### src/ktl_pkg.sv
// ----------------------------------------------------------------------------
// ktl_pkg
// Shared types, constants and character helpers of the keyword token lexer.
// ----------------------------------------------------------------------------
`default_nettype none

package ktl_pkg;

  localparam int unsigned MAX_TOKEN_LEN = 79;
  localparam int unsigned POS_WIDTH     = 32;
  localparam int unsigned NUM_KEYWORDS  = 7;
  localparam int unsigned LEN_WIDTH     = 7;
  localparam int unsigned START_WIDTH   = 32;
  localparam int unsigned KIND_WIDTH    = 4;
  localparam int unsigned DATA_WIDTH    = 40;

  localparam logic [3:0] KIND_SETUP        = 4'd0;
  localparam logic [3:0] KIND_DRAW         = 4'd1;
  localparam logic [3:0] KIND_TITLE        = 4'd2;
  localparam logic [3:0] KIND_WINDOW       = 4'd3;
  localparam logic [3:0] KIND_CLEAR        = 4'd4;
  localparam logic [3:0] KIND_FILL         = 4'd5;
  localparam logic [3:0] KIND_RECT         = 4'd6;
  localparam logic [3:0] KIND_IDENT        = 4'd7;
  localparam logic [3:0] KIND_INTEGER      = 4'd8;
  localparam logic [3:0] KIND_STRING       = 4'd9;
  localparam logic [3:0] KIND_LBRACE       = 4'd10;
  localparam logic [3:0] KIND_RBRACE       = 4'd11;
  localparam logic [3:0] KIND_BAD          = 4'd12;
  localparam logic [3:0] KIND_UNTERMINATED = 4'd13;
  localparam logic [3:0] KIND_END          = 4'd14;

  localparam logic [7:0] CH_NUL    = 8'h00;
  localparam logic [7:0] CH_QUOTE  = 8'h22;
  localparam logic [7:0] CH_LBRACE = 8'h7b;
  localparam logic [7:0] CH_RBRACE = 8'h7d;

  localparam logic [LEN_WIDTH-1:0] MAX_LEN = LEN_WIDTH'(MAX_TOKEN_LEN);
  localparam logic [NUM_KEYWORDS-1:0] MASK_ALL = '1;

  typedef enum logic [2:0] {
    MODE_IDLE,
    MODE_WORD,
    MODE_NUMBER,
    MODE_STRING,
    MODE_STOPPED
  } scan_mode_e;

  typedef struct packed {
    logic [KIND_WIDTH-1:0]  kind;
    logic [START_WIDTH-1:0] start;
    logic [LEN_WIDTH-1:0]   length;
    logic                   too_long;
    logic                   last;
  } result_t;

  function automatic logic is_alpha(input logic [7:0] c);
    return (c >= 8'h41 && c <= 8'h5a) || (c >= 8'h61 && c <= 8'h7a);
  endfunction

  function automatic logic is_digit(input logic [7:0] c);
    return c >= 8'h30 && c <= 8'h39;
  endfunction

  function automatic logic is_space(input logic [7:0] c);
    return c == 8'h20 || (c >= 8'h09 && c <= 8'h0d);
  endfunction

  function automatic logic [LEN_WIDTH-1:0] kw_len(input int unsigned k);
    logic [LEN_WIDTH-1:0] len;
    case (k)
      0:       len = LEN_WIDTH'(5);
      1:       len = LEN_WIDTH'(4);
      2:       len = LEN_WIDTH'(5);
      3:       len = LEN_WIDTH'(6);
      4:       len = LEN_WIDTH'(5);
      5:       len = LEN_WIDTH'(4);
      default: len = LEN_WIDTH'(4);
    endcase
    return len;
  endfunction

  // keyword text left-aligned in six bytes, first char in the top byte
  function automatic logic [7:0] kw_char(input int unsigned k, input logic [2:0] idx);
    logic [47:0] txt;
    logic [47:0] sh;
    case (k)
      0:       txt = {"setup", 8'h00};
      1:       txt = {"draw", 16'h0000};
      2:       txt = {"title", 8'h00};
      3:       txt = "window";
      4:       txt = {"clear", 8'h00};
      5:       txt = {"fill", 16'h0000};
      default: txt = {"rect", 16'h0000};
    endcase
    sh = txt << (6'(idx) * 6'd8);
    return sh[47:40];
  endfunction

  function automatic logic [NUM_KEYWORDS-1:0] mask_next(
    input logic [NUM_KEYWORDS-1:0] mask,
    input logic [LEN_WIDTH-1:0]    run_len,
    input logic [7:0]              c
  );
    logic [NUM_KEYWORDS-1:0] m;
    m = mask;
    for (int unsigned k = 0; k < NUM_KEYWORDS; k++) begin
      if (run_len >= kw_len(k) || kw_char(k, run_len[2:0]) != c) begin
        m[k] = 1'b0;
      end
    end
    return m;
  endfunction

  // lowest matching keyword wins; keyword kinds equal their table index
  function automatic logic [KIND_WIDTH-1:0] word_kind(
    input logic [NUM_KEYWORDS-1:0] mask,
    input logic [LEN_WIDTH-1:0]    run_len,
    input logic                    ovf
  );
    logic [KIND_WIDTH-1:0] kind;
    kind = KIND_IDENT;
    if (!ovf) begin
      for (int k = NUM_KEYWORDS - 1; k >= 0; k--) begin
        if (mask[k] && run_len == kw_len(k)) begin
          kind = KIND_WIDTH'(k);
        end
      end
    end
    return kind;
  endfunction

endpackage

`default_nettype wire

### src/keyword_token_lexer_top.sv
// ----------------------------------------------------------------------------
// keyword_token_lexer_top
// Scans source bytes into keyword, identifier, integer, string, unterminated, brace, bad and end tokens.
// ----------------------------------------------------------------------------
//  channel  | dir | tdata (low bit up)                        | tuser      | tlast
//  s_axis   | in  | char_byte[7:0]                            | -          | -
//  m_axis   | out | token_start[31:0] token_length[6:0] too_long | token_kind | last
//
// one byte per cycle: input register, one scan stage, four-entry result queue
// an accepted byte waits in the input register, then its results are written into the queue that drives the bus
// a byte that closes a run or string and also yields a brace, end or bad result
// gives two results, so a stalled sink or a burst of such bytes backs up the
// queue; input waits when fewer than two queue slots are free
// ready right after reset; a bad char halts scanning until the next reset
`default_nettype none

module keyword_token_lexer_top (
  input  wire logic        clk_i,
  input  wire logic        rst_ni,
  input  wire logic        s_axis_tvalid_i,
  output logic             s_axis_tready_o,
  input  wire logic [7:0]  s_axis_tdata_i,   // char_byte
  output logic             m_axis_tvalid_o,
  input  wire logic        m_axis_tready_i,
  output logic [39:0]      m_axis_tdata_o,   // token_start, token_length, too_long
  output logic [3:0]       m_axis_tuser_o,   // token_kind
  output logic             m_axis_tlast_o
);

  localparam int unsigned QDEPTH = 4;
  localparam int unsigned QPTR_W = $clog2(QDEPTH);
  localparam int unsigned QCNT_W = QPTR_W + 1;

  // input register
  logic       in_vld_q, in_vld_d;
  logic [7:0] byte_q;
  logic       adv;
  logic       in_acc;

  // scan state
  ktl_pkg::scan_mode_e                    mode_q, mode_d;
  logic [ktl_pkg::POS_WIDTH-1:0]          pos_q, pos_d;
  logic [ktl_pkg::POS_WIDTH-1:0]          start_q, start_d;
  logic [ktl_pkg::LEN_WIDTH-1:0]          rl_q, rl_d;
  logic [ktl_pkg::NUM_KEYWORDS-1:0]       mask_q, mask_d;
  logic                                   ovf_q, ovf_d;

  // result queue
  ktl_pkg::result_t  q_mem [QDEPTH];
  logic [QPTR_W-1:0] wr_ptr_q, rd_ptr_q;
  logic [QCNT_W-1:0] cnt_q, cnt_d;
  logic              pop;

  // per-byte results
  logic             prior_vld, sec_vld;
  ktl_pkg::result_t prior_res, sec_res, first_res, second_res;
  logic [1:0]       push_n;

  logic is_al, is_dg, is_sp;

  assign is_al = ktl_pkg::is_alpha(byte_q);
  assign is_dg = ktl_pkg::is_digit(byte_q);
  assign is_sp = ktl_pkg::is_space(byte_q);

  assign adv             = in_vld_q && (cnt_q <= QCNT_W'(QDEPTH - 2));
  assign s_axis_tready_o = !in_vld_q || adv;
  assign in_acc          = s_axis_tvalid_i && s_axis_tready_o;

  always_comb begin
    in_vld_d = in_vld_q;
    if (in_acc) begin
      in_vld_d = 1'b1;
    end else if (adv) begin
      in_vld_d = 1'b0;
    end
  end

  always_ff @(posedge clk_i or negedge rst_ni) begin
    if (!rst_ni) begin
      in_vld_q <= 1'b0;
    end else begin
      in_vld_q <= in_vld_d;
    end
  end

  always_ff @(posedge clk_i) begin
    if (in_acc) begin
      byte_q <= s_axis_tdata_i;
    end
  end

  // next scan state
  always_comb begin
    logic fresh;
    logic ext;
    logic ext_kw;
    mode_d  = mode_q;
    pos_d   = pos_q;
    start_d = start_q;
    rl_d    = rl_q;
    mask_d  = mask_q;
    ovf_d   = ovf_q;
    fresh   = 1'b0;
    ext     = 1'b0;
    ext_kw  = 1'b0;
    if (adv && mode_q != ktl_pkg::MODE_STOPPED) begin
      pos_d = pos_q + 1'b1;
      case (mode_q)
        ktl_pkg::MODE_WORD: begin
          if (is_al) begin
            ext    = 1'b1;
            ext_kw = 1'b1;
          end else begin
            fresh = 1'b1;
          end
        end
        ktl_pkg::MODE_NUMBER: begin
          if (is_dg) begin
            ext = 1'b1;
          end else begin
            fresh = 1'b1;
          end
        end
        ktl_pkg::MODE_STRING: begin
          if (byte_q == ktl_pkg::CH_QUOTE || byte_q == ktl_pkg::CH_NUL) begin
            mode_d = ktl_pkg::MODE_IDLE;
          end else begin
            ext = 1'b1;
          end
        end
        default: begin
          fresh = 1'b1;
        end
      endcase
      if (ext) begin
        if (ext_kw) begin
          mask_d = ktl_pkg::mask_next(mask_q, rl_q, byte_q);
        end
        if (rl_q >= ktl_pkg::MAX_LEN) begin
          ovf_d = 1'b1;
        end else begin
          rl_d = rl_q + 1'b1;
        end
      end
      if (fresh) begin
        mode_d = ktl_pkg::MODE_IDLE;
        if (is_al || is_dg || byte_q == ktl_pkg::CH_QUOTE) begin
          mask_d  = ktl_pkg::MASK_ALL;
          ovf_d   = 1'b0;
          start_d = pos_q;
          rl_d    = ktl_pkg::LEN_WIDTH'(1);
          if (is_al) begin
            mode_d = ktl_pkg::MODE_WORD;
            mask_d = ktl_pkg::mask_next(ktl_pkg::MASK_ALL, '0, byte_q);
          end else if (is_dg) begin
            mode_d = ktl_pkg::MODE_NUMBER;
          end else begin
            mode_d  = ktl_pkg::MODE_STRING;
            start_d = pos_q + 1'b1;
            rl_d    = '0;
          end
        end else if (byte_q != ktl_pkg::CH_NUL && !is_sp &&
                     byte_q != ktl_pkg::CH_LBRACE && byte_q != ktl_pkg::CH_RBRACE) begin
          mode_d = ktl_pkg::MODE_STOPPED;
        end
      end
    end
  end

  // results of this byte: one closing a run or string, one from a fresh scan
  always_comb begin
    ktl_pkg::result_t fr;
    logic             fr_vld;
    fr.kind     = ktl_pkg::KIND_END;
    fr.start    = ktl_pkg::START_WIDTH'(pos_q);
    fr.length   = '0;
    fr.too_long = 1'b0;
    fr.last     = 1'b1;
    fr_vld      = 1'b1;
    if (byte_q == ktl_pkg::CH_NUL) begin
      fr.kind = ktl_pkg::KIND_END;
    end else if (byte_q == ktl_pkg::CH_LBRACE) begin
      fr.kind   = ktl_pkg::KIND_LBRACE;
      fr.length = ktl_pkg::LEN_WIDTH'(1);
    end else if (byte_q == ktl_pkg::CH_RBRACE) begin
      fr.kind   = ktl_pkg::KIND_RBRACE;
      fr.length = ktl_pkg::LEN_WIDTH'(1);
    end else if (is_sp || is_al || is_dg || byte_q == ktl_pkg::CH_QUOTE) begin
      fr_vld = 1'b0;
    end else begin
      fr.kind   = ktl_pkg::KIND_BAD;
      fr.length = ktl_pkg::LEN_WIDTH'(1);
    end

    prior_vld          = 1'b0;
    prior_res.kind     = ktl_pkg::KIND_IDENT;
    prior_res.start    = ktl_pkg::START_WIDTH'(start_q);
    prior_res.length   = rl_q;
    prior_res.too_long = ovf_q;
    prior_res.last     = 1'b0;
    sec_vld            = 1'b0;
    sec_res            = fr;
    if (adv) begin
      case (mode_q)
        ktl_pkg::MODE_STOPPED: begin
          sec_vld = 1'b0;
        end
        ktl_pkg::MODE_WORD: begin
          if (!is_al) begin
            prior_vld      = 1'b1;
            prior_res.kind = ktl_pkg::word_kind(mask_q, rl_q, ovf_q);
            sec_vld        = fr_vld;
          end
        end
        ktl_pkg::MODE_NUMBER: begin
          if (!is_dg) begin
            prior_vld      = 1'b1;
            prior_res.kind = ktl_pkg::KIND_INTEGER;
            sec_vld        = fr_vld;
          end
        end
        ktl_pkg::MODE_STRING: begin
          if (byte_q == ktl_pkg::CH_QUOTE) begin
            prior_vld      = 1'b1;
            prior_res.kind = ktl_pkg::KIND_STRING;
          end else if (byte_q == ktl_pkg::CH_NUL) begin
            prior_vld      = 1'b1;
            prior_res.kind = ktl_pkg::KIND_UNTERMINATED;
            sec_vld        = 1'b1;
          end
        end
        default: begin
          sec_vld = fr_vld;
        end
      endcase
    end

    first_res       = prior_vld ? prior_res : sec_res;
    first_res.last  = !(prior_vld && sec_vld);
    second_res      = sec_res;
    second_res.last = 1'b1;
    push_n          = {1'b0, prior_vld} + {1'b0, sec_vld};
  end

  always_ff @(posedge clk_i or negedge rst_ni) begin
    if (!rst_ni) begin
      mode_q  <= ktl_pkg::MODE_IDLE;
      pos_q   <= '0;
      start_q <= '0;
      rl_q    <= '0;
      mask_q  <= ktl_pkg::MASK_ALL;
      ovf_q   <= 1'b0;
    end else begin
      mode_q  <= mode_d;
      pos_q   <= pos_d;
      start_q <= start_d;
      rl_q    <= rl_d;
      mask_q  <= mask_d;
      ovf_q   <= ovf_d;
    end
  end

  // result queue
  assign pop   = m_axis_tvalid_o && m_axis_tready_i;
  assign cnt_d = cnt_q + QCNT_W'(push_n) - QCNT_W'(pop);

  always_ff @(posedge clk_i or negedge rst_ni) begin
    if (!rst_ni) begin
      wr_ptr_q <= '0;
      rd_ptr_q <= '0;
      cnt_q    <= '0;
    end else begin
      wr_ptr_q <= wr_ptr_q + QPTR_W'(push_n);
      rd_ptr_q <= rd_ptr_q + QPTR_W'(pop);
      cnt_q    <= cnt_d;
    end
  end

  always_ff @(posedge clk_i) begin
    if (push_n != 2'd0) begin
      q_mem[wr_ptr_q] <= first_res;
    end
    if (push_n == 2'd2) begin
      q_mem[wr_ptr_q + 1'b1] <= second_res;
    end
  end

  assign m_axis_tvalid_o = cnt_q != '0;
  assign m_axis_tdata_o  = {q_mem[rd_ptr_q].too_long, q_mem[rd_ptr_q].length,
                            q_mem[rd_ptr_q].start};
  assign m_axis_tuser_o  = q_mem[rd_ptr_q].kind;
  assign m_axis_tlast_o  = q_mem[rd_ptr_q].last;

endmodule

`default_nettype wire

### config.mk
export PLATFORM = sky130hd
export DESIGN_NAME = keyword_token_lexer_top
export DESIGN_NICKNAME = d
export VERILOG_FILES = /design/src/ktl_pkg.sv /design/src/keyword_token_lexer_top.sv
export SDC_FILE = /design/constraint.sdc
export NUM_CORES = 1
export LEC_CHECK = 0
export BUFFER_PORTS_ARGS = -buffer_cell sky130_fd_sc_hd__buf_4
export CORE_MARGIN = 1
export CORE_UTILIZATION = 30
export CTS_CLUSTER_DIAMETER = 40
export DETAILED_ROUTE_END_ITERATION = 8
export GPL_TIMING_DRIVEN = 0
export PLACE_DENSITY = 0.55
export SYNTH_ARGS = -nofsm -noshare
export SYNTH_HDL_FRONTEND = slang
export SYNTH_SLANG_ARGS = --single-unit
export TNS_END_PERCENT = 5
### constraint.sdc
create_clock -name clk_i -period 7.6 [get_ports clk_i]
set_input_delay 0.38 -clock clk_i [delete_from_list [all_inputs] [get_ports clk_i]]
set_output_delay 0.38 -clock clk_i [all_outputs]
set_load 0.02 [all_outputs]
==> impl_metrics.tcl <==
set metrics [dict create \
    syn_area_um2 14300 \
    cts_sinks 278 \
    worst-path-buf-inv 5 \
    drc_errors 5 \
    wl_per_cell_um 22.6 \
    crit_slowest_cell "a21oi_1" \
    arrival_ns 5.26 \
    htreeDepth 2 \
    met1_usage_pct 24.3 \
    maxSlewViolCount 0 \
    top_usage_layer "met2" \
    power.density_nw_per_um2 361 \
    fin_cells 1961 \
    layout-drive-gt1-share_pct 18.2 \
    setup_viol 0 \
    cts-buffers-inserted 41 \
    die_area_um2 48500 \
    met2_usage_pct 29.7 \
    drt_iter0_drc 865 \
    hold_violations 0 \
    routabilityCongestion 0.881 \
    switching_share_pct 36.8 \
    clkTransAtPathRegs_ns 0.05 \
    yosys.area.top_type "edfxtp_1" \
    die_w_um 220 \
    vias_per_cell 5.41 \
    synth_top_cell_area_share_pct 31.9 \
    clock_latency_ns 0.58 \
    p_leak_nw 6.35 \
    required_ns 8.02 \
    seq_power_share_pct 32.7 \
    setup_tns_ns 0 \
    tightest_slew_ns 1.04 \
    first_pass_iters 8 \
    port_buffers 58 \
    row_count 79 \
    status "complete, but fails checks" \
    ant_nets 0 \
    critPathTopFamily "simple AND/OR/NAND/NOR gates" \
    avgSynthCellArea_um2 11.9 \
    fin_skew_ns 0.0350 \
    violations "DRC" \
    post_cts_buffers 0 \
    antenna_found_initial 0 \
    place.detailed.hpwl_mm 30.2 \
    min_path_cells 2 \
    crit_chain "buf_2 -> inv_2 -> nor4_1 -> nand3_1 -> and2_1 -> and4_1 -> o21ai_0 -> ha_1 -> clkbuf_1 -> nor3b_1 -> a21oi_1 -> inv_2 -> buf_12 -> nor2_1 -> a21oi_1" \
    yosysWarnings 0 \
    crit_fanout 20 \
    synth_cells 1206 \
    synth.area.top_cells "edfxtp_1, dfrtp_1, a22o_1, mux4_2, dfxtp_1" \
    worst_setup_path_end_kind "register" \
    synth_top_flop_cell "edfxtp_1" \
    nNetsFinal 1348 \
    antenna_cells 0 \
    final_area_um2 17100 \
    pin_count 59 \
    synth_nets 1233 \
    use_met3_pct 3.73 \
    cts_tree "done" \
    min_path_type "in -> reg" \
    pwr-share-clk_pct 31.6 \
    yosysUniqueCellTypes 81 \
    track_usage_pct 18.4 \
    areaGrowthSynthToFinish_pct 19.6 \
    combPwrFrac_pct 35.7 \
    grt_pass1_vias 10700 \
    initial_utilization_pct 30.6 \
    async_reset_ff_share_pct 32.4 \
    synth-edff-count 152 \
    reg2reg_depth 15 \
    clockBufferDepth 3 \
    start_kind "register" \
    grt_max_degree 91 \
    wl_mm 44.3 \
    intPower_mw 3.90 \
    die_h_um 220 \
    peakVddDrop_mv 0.144 \
    ys_ff_latch 278 \
    slowest_delay_ns 0.69 \
    switchingPower_mw 2.27 \
    ys_seq_area_share_pct 52.8 \
    slew_headroom_pct 30.3 \
    dpl_cell_area_um2 15600 \
    max_clock_freq_ghz 0.207 \
    finalCritPeriodShare_pct 63.6 \
    grt_first_pass_wirelength_mm 66.5 \
    vias 10600 \
    critPathKind "reg -> reg" \
    finalCriticalPeriod_ns 4.84 \
    rsz0062_at_grt "false" \
    core_area_um2 46800 \
    crit_cells 15 \
    clock-root-buffer "clkbuf_16" \
    grt_overflow 0 \
    max-cap-violations 0 \
    dp_cells 1875 \
]
## metal layers
metal	wire, µm	share of wire (%)
met1	19400	44
met2	20700	47
met3	2740	6.2
met4	1410	3.2
met5	0	0
## worst register-to-register path, delay by kind of cell, from the launching register on
kind	cells	cell delay [ns]
compound gates	3	1.02
fa+ha+maj	1	0.21
buf+inv	5	1.48
flops	1	0.43
simple gates	6	1.56
## Yosys cell counts (10+ instances only)
master / instances
a22o_1: 155
edfxtp_1: 152
nand2_1: 87
dfrtp_1: 83
clkbuf_1: 66
nor2_1: 55
mux4_2: 45
xnor2_1: 44
o21ai_0: 39
xor2_1: 37
dfxtp_1: 36
a21oi_1: 30
nand3_1: 25
and3_1: 24
inv_1: 23
buf_2: 22
nand4_1: 22
o21ai_1: 18
buf_1: 16
o22ai_1: 16
ha_1: 14
nor3_1: 13
nor2b_1: 12
and2_1: 11
nand2b_1: 10
## what timing repair did
item	4_1_cts	5_1_grt
resized for setup	0	0
endpoints found under the hold margin	8	42
hold buffers	8	1
## per-stage QoR
stage / hold slack [ns] / power, mW / util, % / worst slack, ns
final: 0.0281 / 6.18 / 36.6 / 2.76
after global routing: 0.0181 / 6.46 / 36.6 / 2.25
after global placement: 0.436 / 4.22 / 33.1 / 1.86
after detailed placement: 0.448 / 4.26 / 33.3 / 2.73
after CTS: 0.00243 / 6.22 / 36.5 / 2.74
after floorplan: 0.0844 / 3.39 / - / 3.75
## cell usage in the layout, fill, tap and decap left out, types with 16 or more instances in the layout
cell type	synthesis	routed
buf_1	16	16
o21ai_1	18	18
dfrtp_1	83	83
buf_2	22	22
xnor2_1	44	44
and3_1	24	24
o21ai_0	39	39
nand4_1	22	22
nand3_1	25	25
a22o_1	155	155
clkbuf_1	66	71
buf_4	9	66
edfxtp_1	152	152
nand2_1	87	87
xor2_1	37	37
nor2_1	55	55
a21oi_1	30	30
mux4_2	45	45
inv_1	23	19
dfxtp_1	36	36
clkbuf_16	0	41
o22ai_1	16	16
## final cells by class
class | count | area (µm²)
Buffer | 119 | 553
Tap cell | 607 | 759
Sequential cell | 278 | 7550
Fill cell | 4524 | 29700
Clock inverter | 30 | 358
Clock buffer | 46 | 1040
Inverter | 25 | 96.3
Timing Repair Buffer | 72 | 637
Multi-Input combinational cell | 784 | 6100
## power by group through the flow
stage	sequential (mW)	combinational, mW	clock [mW]
after floorplan	2.00	1.39	0
after global placement	2.04	2.17	0
after detailed placement	2.04	2.22	0
after CTS	2.01	2.22	1.99
after global routing	2.04	2.37	2.04
final	2.02	2.21	1.95
## worst paths after layout
path / startpoint / endpoint / slack, ns
max: byte_q[1] / q_mem[1][44] / 2.76
min: s_axis_tvalid_i / in_vld_q / 0.03
max reg2reg: byte_q[1] / q_mem[1][44] / 2.76
min reg2reg: q_mem[0][3] / q_mem[0][3] / 0.46
max in group asynchronous: rst_ni / mask_q[1] / 6.62
min in group asynchronous: rst_ni / cnt_q[0] / 0.33
## kinds of logic (layout without fill, tap and decap cells)
group | Yosys count | in the layout | synth area share [%]
buf+inv | 144 | 292 | 4.54
xor+xnor | 81 | 81 | 4.96
fa+ha+maj | 15 | 15 | 1.37
compound gates | 332 | 332 | 17.7
mux | 55 | 55 | 7.82
simple gates | 301 | 301 | 10.8
flops | 278 | 278 | 52.8
## sequential cells by signal, indices dropped and copies added (netlist names), 2 cells and up
register  count
byte_q        8
cnt_q         3
pos_q        32
rl_q          7
q_mem       180
mode_q        3
rd_ptr_q      2
start_q      32
wr_ptr_q      2
mask_q        7
(Power assumes the default switching activity.)
